## src/rtl/tks_pkg.sv

```systemverilog
`timescale 1ns / 1ps

package tks_pkg;

  // Sizing
  localparam int MAX_KEEP   = 16;
  localparam int MAX_ITEMS  = 1048576;
  localparam int SCORE_W    = 32;
  localparam int ID_W       = 20;
  localparam int RANK_W     = 4;
  localparam int KEEP_W     = 5;
  localparam int CFG_IDX_W  = 2;
  localparam int CFG_DATA_W = 5;

  // Drain counter: holds a rank 0 .. MAX_KEEP-1
  localparam int CNT_W = (MAX_KEEP > 1) ? $clog2(MAX_KEEP) : 1;
  localparam int CMP_W = ((CNT_W > KEEP_W) ? CNT_W : KEEP_W) + 1;

  // Ids stop at the smaller of the stream limit and the id field range
  localparam int ID_LIMIT_INT = (MAX_ITEMS - 1 < (1 << ID_W) - 1) ?
                                (MAX_ITEMS - 1) : ((1 << ID_W) - 1);
  localparam logic [ID_W-1:0] ID_LIMIT = ID_W'(ID_LIMIT_INT);

  // Register map
  localparam logic [CFG_IDX_W-1:0] REG_KEEP_COUNT = CFG_IDX_W'(0);
  localparam logic [CFG_IDX_W-1:0] REG_ORDER_DESC = CFG_IDX_W'(1);

  localparam logic [KEEP_W-1:0] KEEP_COUNT_RESET = KEEP_W'(16);

  typedef struct packed {
    logic                      valid;
    logic signed [SCORE_W-1:0] score;
    logic [ID_W-1:0]           id;
  } entry_t;

  typedef struct packed {
    logic insert;      // a new pair enters the chain this cycle
    logic drain;       // chain moves one place towards the head
    logic clear;       // query finished, drop every entry
    logic descending;  // angular ordering
  } cell_ctrl_t;

  // True when (s, id) ranks ahead of (ks, kid)
  function automatic logic beats(input logic signed [SCORE_W-1:0] s,
                                 input logic [ID_W-1:0]           id,
                                 input logic signed [SCORE_W-1:0] ks,
                                 input logic [ID_W-1:0]           kid,
                                 input logic                      desc);
    logic res;
    if (desc) begin
      res = (s > ks) || ((s == ks) && (id > kid));
    end else begin
      res = (s < ks) || ((s == ks) && (id < kid));
    end
    return res;
  endfunction

endpackage

```

## src/rtl/tks_ifs.sv

```systemverilog
`timescale 1ns / 1ps

interface tks_in_if import tks_pkg::*; ();
  logic                      valid;
  logic                      ready;
  logic signed [SCORE_W-1:0] score;
  logic                      last_item;

  modport source (output valid, score, last_item, input ready);
  modport sink   (input valid, score, last_item, output ready);
endinterface

interface tks_out_if import tks_pkg::*; ();
  logic                      valid;
  logic                      ready;
  logic signed [SCORE_W-1:0] best_score;
  logic [ID_W-1:0]           item_id;
  logic [RANK_W-1:0]         rank;
  logic                      last_result;

  modport source (output valid, best_score, item_id, rank, last_result, input ready);
  modport sink   (input valid, best_score, item_id, rank, last_result, output ready);
endinterface

interface tks_cfg_if import tks_pkg::*; ();
  logic                  valid;
  logic                  ready;
  logic [CFG_IDX_W-1:0]  index;
  logic [CFG_DATA_W-1:0] data;

  modport source (output valid, index, data, input ready);
  modport sink   (input valid, index, data, output ready);
endinterface

```

## src/rtl/tks_cell.sv

```systemverilog
`timescale 1ns / 1ps

module tks_cell import tks_pkg::*; (
  input  logic                      clk,
  input  logic                      rst,
  input  cell_ctrl_t                ctrl,
  input  logic signed [SCORE_W-1:0] new_score,
  input  logic [ID_W-1:0]           new_id,
  input  entry_t                    prev_entry,
  input  entry_t                    next_entry,
  input  logic                      found_in,
  output entry_t                    entry,
  output logic                      found_out
);

  logic                      valid;
  logic signed [SCORE_W-1:0] score;
  logic [ID_W-1:0]           id;
  logic                      take;

  // An empty slot or a beaten pair marks the insertion point
  assign take      = !valid || beats(new_score, new_id, score, id, ctrl.descending);
  assign found_out = found_in | take;
  assign entry     = '{valid: valid, score: score, id: id};

  always_ff @(posedge clk) begin
    if (rst) begin
      valid <= 1'b0;
    end else if (ctrl.clear) begin
      valid <= 1'b0;
    end else if (ctrl.insert) begin
      if (found_in) begin
        valid <= prev_entry.valid;
      end else if (take) begin
        valid <= 1'b1;
      end
    end else if (ctrl.drain) begin
      valid <= next_entry.valid;
    end
  end

  always_ff @(posedge clk) begin
    if (ctrl.insert) begin
      if (found_in) begin
        score <= prev_entry.score;
        id    <= prev_entry.id;
      end else if (take) begin
        score <= new_score;
        id    <= new_id;
      end
    end else if (ctrl.drain) begin
      score <= next_entry.score;
      id    <= next_entry.id;
    end
  end

endmodule

```

## src/rtl/top_k_select_stream.sv

```systemverilog
`timescale 1ns / 1ps
// Input: one score transaction per cycle while no result list is being drained.
// Latency: first result is offered the cycle after the transaction marked last.
// Drain: min(keep_count, items seen, MAX_KEEP) results (0 acts as 1), one per
//   ready cycle, the chain shifting one cell headwards on every accepted result.
// Reset (rst, synchronous): all kept pairs invalid, id counter 0, keep_count 16,
//   euclidean order. No clearing pass.

module top_k_select_stream import tks_pkg::*; (
  input logic clk,
  input logic rst,
  tks_in_if.sink    items,
  tks_out_if.source results,
  tks_cfg_if.sink   cfg
);

  // Configuration registers
  logic [KEEP_W-1:0] keep_count;
  logic              order_desc;

  // Query state
  logic              draining;
  logic [CNT_W-1:0]  cnt;
  logic [ID_W-1:0]   item_counter;

  logic              in_acc;
  logic              out_acc;
  logic              last_res;
  cell_ctrl_t        ctrl;

  // Cell i sits at index i; index 0 and MAX_KEEP+1 are empty ends of the chain
  entry_t            cell_q [0:MAX_KEEP+1];
  logic [MAX_KEEP:0] found;

  assign cfg.ready = 1'b1;

  always_ff @(posedge clk) begin
    if (rst) begin
      keep_count <= KEEP_COUNT_RESET;
      order_desc <= 1'b0;
    end else if (cfg.valid && cfg.ready) begin
      unique case (cfg.index)
        REG_KEEP_COUNT: keep_count <= cfg.data[KEEP_W-1:0];
        REG_ORDER_DESC: order_desc <= cfg.data[0];
        default: ;
      endcase
    end
  end

  // Handshakes: scores are held off while the list drains
  assign items.ready = !draining;
  assign in_acc      = items.valid && items.ready;
  assign out_acc     = results.valid && results.ready;

  // Final result: next cell empty, or keep_count reached (0 behaves as 1)
  assign last_res = !cell_q[2].valid ||
                    ((CMP_W'(cnt) + CMP_W'(1)) >= CMP_W'(keep_count));

  assign ctrl = '{insert:     in_acc,
                  drain:      out_acc,
                  clear:      out_acc && last_res,
                  descending: order_desc};

  assign cell_q[0]          = '0;
  assign cell_q[MAX_KEEP+1] = '0;
  assign found[0]           = 1'b0;

  // Insertion chain: each cell compares the broadcast pair with its own and
  // either keeps, takes the new pair, or takes its left neighbour's pair.
  for (genvar i = 1; i <= MAX_KEEP; i++) begin : g_cell
    tks_cell u_cell (
      .clk        (clk),
      .rst        (rst),
      .ctrl       (ctrl),
      .new_score  (items.score),
      .new_id     (item_counter),
      .prev_entry (cell_q[i-1]),
      .next_entry (cell_q[i+1]),
      .found_in   (found[i-1]),
      .entry      (cell_q[i]),
      .found_out  (found[i])
    );
  end

  always_ff @(posedge clk) begin
    if (rst) begin
      draining     <= 1'b0;
      cnt          <= '0;
      item_counter <= '0;
    end else begin
      if (in_acc) begin
        if (items.last_item) begin
          draining     <= 1'b1;
          item_counter <= '0;
        end else if (item_counter != ID_LIMIT) begin
          item_counter <= item_counter + ID_W'(1);
        end
      end
      if (out_acc) begin
        if (last_res) begin
          draining <= 1'b0;
          cnt      <= '0;
        end else begin
          cnt <= cnt + CNT_W'(1);
        end
      end
    end
  end

  // Results come straight from the head cell
  assign results.valid       = draining;
  assign results.best_score  = cell_q[1].score;
  assign results.item_id     = cell_q[1].id;
  assign results.rank        = RANK_W'(cnt);
  assign results.last_result = last_res;

endmodule

```

## src/flat_wrapper.sv

```systemverilog
// flat-port wrapper written by rule: the top's interface ports become plain ports
module top_k_select_stream_flat import tks_pkg::*;
  (clk, rst, items_valid, items_score, items_last_item, items_ready, results_valid, results_best_score, results_item_id, results_rank, results_last_result, results_ready, cfg_valid, cfg_index, cfg_data, cfg_ready);
  tks_in_if items_i ();
  tks_out_if results_i ();
  tks_cfg_if cfg_i ();
  input logic clk;
  input logic rst;
  input wire logic [$bits(items_i.valid)-1:0] items_valid;
  input wire logic [$bits(items_i.score)-1:0] items_score;
  input wire logic [$bits(items_i.last_item)-1:0] items_last_item;
  output wire logic [$bits(items_i.ready)-1:0] items_ready;
  output wire logic [$bits(results_i.valid)-1:0] results_valid;
  output wire logic [$bits(results_i.best_score)-1:0] results_best_score;
  output wire logic [$bits(results_i.item_id)-1:0] results_item_id;
  output wire logic [$bits(results_i.rank)-1:0] results_rank;
  output wire logic [$bits(results_i.last_result)-1:0] results_last_result;
  input wire logic [$bits(results_i.ready)-1:0] results_ready;
  input wire logic [$bits(cfg_i.valid)-1:0] cfg_valid;
  input wire logic [$bits(cfg_i.index)-1:0] cfg_index;
  input wire logic [$bits(cfg_i.data)-1:0] cfg_data;
  output wire logic [$bits(cfg_i.ready)-1:0] cfg_ready;
  assign items_i.valid = items_valid;
  assign items_i.score = items_score;
  assign items_i.last_item = items_last_item;
  assign items_ready = items_i.ready;
  assign results_valid = results_i.valid;
  assign results_best_score = results_i.best_score;
  assign results_item_id = results_i.item_id;
  assign results_rank = results_i.rank;
  assign results_last_result = results_i.last_result;
  assign results_i.ready = results_ready;
  assign cfg_i.valid = cfg_valid;
  assign cfg_i.index = cfg_index;
  assign cfg_i.data = cfg_data;
  assign cfg_ready = cfg_i.ready;
  top_k_select_stream u_core (.clk(clk), .rst(rst), .items(items_i), .results(results_i), .cfg(cfg_i));
endmodule
```

## config.mk

```make
export PLATFORM = sky130hd
export DESIGN_NAME = top_k_select_stream_flat
export DESIGN_NICKNAME = d
export VERILOG_FILES = /design/src/rtl/tks_pkg.sv /design/src/rtl/tks_ifs.sv /design/src/rtl/tks_cell.sv /design/src/rtl/top_k_select_stream.sv /design/src/flat_wrapper.sv
export SDC_FILE = /design/constraint.sdc
export NUM_CORES = 2
export LEC_CHECK = 0
export BUFFER_PORTS_ARGS = -buffer_cell sky130_fd_sc_hd__clkbuf_2
export CAP_MARGIN = 20
export CORE_AREA = 4 4 445 447
export CTS_CLUSTER_SIZE = 12
export DETAILED_ROUTE_END_ITERATION = 10
export DIE_AREA = 0 0 449 451
export SYNTH_ARGS = -nofsm -noshare
export SYNTH_HDL_FRONTEND = slang
export SYNTH_SLANG_ARGS = --single-unit
```

## constraint.sdc

```tcl
create_clock -name clk -period 9.9 [get_ports clk]
set_clock_uncertainty 0.2 [all_clocks]
set_input_delay 0.99 -clock clk [delete_from_list [all_inputs] [get_ports clk]]
set_output_delay 0.99 -clock clk [all_outputs]
set_load 0.005 [all_outputs]
```

==> flow_summary.json <==
{
  "hold_viol_final": 0,
  "drive_gt1_frac": 0.0552,
  "via_per_inst": 5.25,
  "cts_hold_buffers": 0,
  "numPortBuffers": 103,
  "h-tree-depth": 3,
  "layout.nets": 8266,
  "num_vias": 52540,
  "cts_resized": 0,
  "maxCapViolations": 0,
  "p_comb_frac": 0.218,
  "seq_area_frac_synth": 0.396,
  "p_sw_frac": 0.311,
  "diodes": 0,
  "num-fill-cells": 19634,
  "grt_start_max_net_pins": 226,
  "rows": 162,
  "die-area_mm2": 0.202,
  "totalWireLength_mm": 187,
  "grt_pass1_vias": 52153,
  "max_stage_delay_ps": 720,
  "cts_buffers": 99,
  "crit_path_frequent_cell": "buf_4",
  "clock_sinks": 879,
  "ys_warn_count": 0,
  "clock_latency_ps": 720,
  "fin_crit_sh": 0.730,
  "synthCells": 7516,
  "maxSlewViolCount": 0,
  "power_frac_seq": 0.450,
  "rr_worst_depth": 16,
  "ys_ff_latch": 879,
  "worst_ir_drop_vdd_uv": 127,
  "hold_end": "u_core.order_desc",
  "cp_data_required_time_ps": 10070,
  "grt_pass1_wl_mm": 296,
  "slowest_stage": "buf_4",
  "critPathKind": "reg -> reg",
  "path_clk_slew_ps": 60,
  "timing.setup.tns_ps": 0,
  "internal-power_mw": 7.75,
  "clk_path_buf_depth": 3,
  "hold_path_class": "reg -> reg",
  "arrival_ps": 7390,
  "die-height_um": 451,
  "grt_overflow": 0,
  "synth_edf_count": 832,
  "reg2reg_from": "u_core.item_counter[19]",
  "cts_root_buf": "clkbuf_16",
  "wl_per_cell_um": 18.7,
  "core_region_area_mm2": 0.194,
  "path_cells": "buf_4 -> ha_1 -> nand4_1 -> nor2_1 -> o21ai_0 -> a21oi_1 -> nor4b_1 -> a41o_1 -> a32o_1 -> nand4_1 -> buf_4 -> nand2b_4 -> buf_4 -> nand2_1 -> nand2_2 -> buf_4",
  "hold_depth": 2,
  "end_kind": "register",
  "crit_buf_inv": 4,
  "pwr-share-clk": 0.332,
  "drc": 0,
  "start_kind": "register",
  "async_flop_share": 0,
  "start_util": 0.337,
  "pin_count": 105,
  "gr-usage-all-layers": 0.180,
  "routabilityCongestion": 0.901,
  "ant_nets": 0,
  "tightest_slew_ps": 1070,
  "crit_fanout": 57,
  "cts_setup_buffers": 0,
  "netlist_area_mm2": 0.0655,
  "synth_nets": 8400,
  "antenna_found_initial": 2,
  "fin_hold_ws_ps": 306,
  "fmax_mhz": 138,
  "r2r_setup_slack_ps": 2680,
  "critPathTopFamily": "buffers and inverters",
  "power.density_mw_per_mm2": 157,
  "synth-main-ff-cell": "edfxtp_1",
  "p_leak_nw": 32.1,
  "switching_power_mw": 3.50,
  "syn_area_per_cell_um2": 8.72,
  "r2r_end": "u_core.g_cell[7].u_cell.score[16]",
  "rsz0062_at_grt": "false",
  "dr.pass1.iters": 6,
  "syn2layout_area_growth_pct": 9.25,
  "dpl.hpwl_mm": 140,
  "status": "complete, no violations",
  "worstHoldStart": "u_core.order_desc",
  "fin_util": 0.369,
  "drt-initial-drc-count": 4494,
  "slew_headroom": 0.287,
  "synth_cell_type_count": 84,
  "setup_violations": 0,
  "die_w_um": 449,
  "period_minus_slack_ps": 7220,
  "cts_tree": "yes"
}
-- Yosys cell counts, types with 7 or more instances --
library cell     n  area (µm²)
ha_1           839       10500
buf_1           19        71.3
o211a_1          8        80.1
nor4_1          26         163
o21ai_0        757        3790
edfxtp_1       832       25000
nor2_1         563        2110
o21a_1          25         188
a221o_1         12         120
dfxtp_1         47         941
or2_2            7        43.8
a31oi_1         63         394
xor2_1          13         114
o211ai_1        23         173
a211o_1         13         114
o21ai_1        115         576
a211oi_1        44         330
or3_1           14        87.6
and3_1          20         125
a21boi_0        11        82.6
o2111ai_1        7        61.3
nand4_1        155         970
o221ai_1         9        78.8
buf_2           46         230
a221oi_1        18         158
mux2i_1        337        3370
a21oi_1        671        3360
buf_4           63         473
nor3_1          55         275
clkbuf_1       324        1220
inv_1          860        3230
o22ai_1         13        81.3
nor3b_1          7        52.6
nand2b_1        24         150
and4_1          30         263
nor2b_1         29         181
nand2_1       1104        4140
a21o_1          99         743
nand3_1        104         521
-- registers in the layout, indices dropped and copies added (netlist names) --
signal,flops
u_core.order_desc,1
u_core.g_cell.u_cell.id,320
u_core.results.valid,1
u_core.keep_count,5
u_core.g_cell.u_cell.score,512
u_core.item_counter,20
u_core.g_cell.u_cell.valid,16
u_core.results.rank,4
-- power groups by stage --
stage | sequential (mW) | clock, mW | combinational [mW]
after floorplan | 5.00 | 0 | 1.78
after global placement | 5.11 | 0 | 2.36
after detailed placement | 5.12 | 0 | 2.45
after CTS | 5.05 | 3.82 | 2.46
after global routing | 5.10 | 3.98 | 2.84
final | 5.06 | 3.74 | 2.45
-- placed cells by master, fill, tap and decap left out, types with 109 or more instances in the layout --
cell type | synthesis | final
nor2_1 | 563 | 561
nand2_1 | 1104 | 1098
nand4_1 | 155 | 155
mux2i_1 | 337 | 337
a21oi_1 | 671 | 670
inv_1 | 860 | 860
o21ai_1 | 115 | 115
edfxtp_1 | 832 | 832
buf_4 | 63 | 109
o21ai_0 | 757 | 744
ha_1 | 839 | 839
-- routing by layer --
metal,GRT usage,routed length (µm),vias up
li1,-,-,26259
met2,0.301,86100,1322
met4,0.0746,7870,0
met3,0.0169,7870,273
met5,0,0,-
met1,0.237,85300,24686
-- logic make-up (layout without fill, tap and decap cells) --
| logic type | after synthesis | in the layout | share of synthesized area |
|---|---|---|---|
| simple gates | 2175 | 2175 | 0.144 |
| compound gates | 1954 | 1954 | 0.167 |
| buf+inv | 1312 | 1259 | 0.0796 |
| flops | 879 | 879 | 0.396 |
| fa+ha+maj | 839 | 839 | 0.160 |
| mux | 339 | 339 | 0.0518 |
| xor+xnor | 17 | 17 | 0.00227 |
| other cells | 1 | 1 | 0.0000572 |
-- cell type report --
type | instances | area (µm²) | area share
clock inverter | 43 | 405 | 0.00566
inverter | 860 | 3230 | 0.0451
multi-input combinational | 5325 | 34700 | 0.484
timing repair buffer | 217 | 1400 | 0.0196
sequential | 879 | 25900 | 0.362
clock buffer | 139 | 2790 | 0.0390
tap | 2542 | 3180 | 0.0444
-- worst min-delay path, cell delays in order, from the launching register on --
cell	delay (ps)
dfxtp_1	330
mux2i_1	70
nor2_1	70
-- per-stage QoR --
stage | cells | area (µm²) | total power [mW] | worst slack, ps
after floorplan | 7516 | 65500 | 6.78 | 1460
after global placement | 9820 | 68400 | 7.47 | 2000
after detailed placement | 9822 | 68400 | 7.57 | 2300
after CTS | 10004 | 71600 | 11.3 | 2750
after global routing | 10005 | 71600 | 11.9 | 2510
final | 10005 | 71600 | 11.3 | 2680
-- worst max path at each step --
| stage | slack, ps | start | end | depth (start not counted) |
|---|---|---|---|---|
| after floorplan | 1460 | items_score[0] | u_core.g_cell[5].u_cell.id[0] | 15 |
| after global placement | 2000 | items_score[26] | u_core.g_cell[15].u_cell.score[17] | 14 |
| after detailed placement | 2300 | items_score[31] | u_core.g_cell[7].u_cell.score[18] | 16 |
| after CTS | 2750 | u_core.item_counter[19] | u_core.g_cell[7].u_cell.score[16] | 16 |
| after global routing | 2510 | u_core.item_counter[19] | u_core.g_cell[7].u_cell.score[16] | 16 |
| final | 2680 | u_core.item_counter[19] | u_core.g_cell[7].u_cell.score[16] | 16 |
No activity file was read; power rests on OpenSTA's default activity.
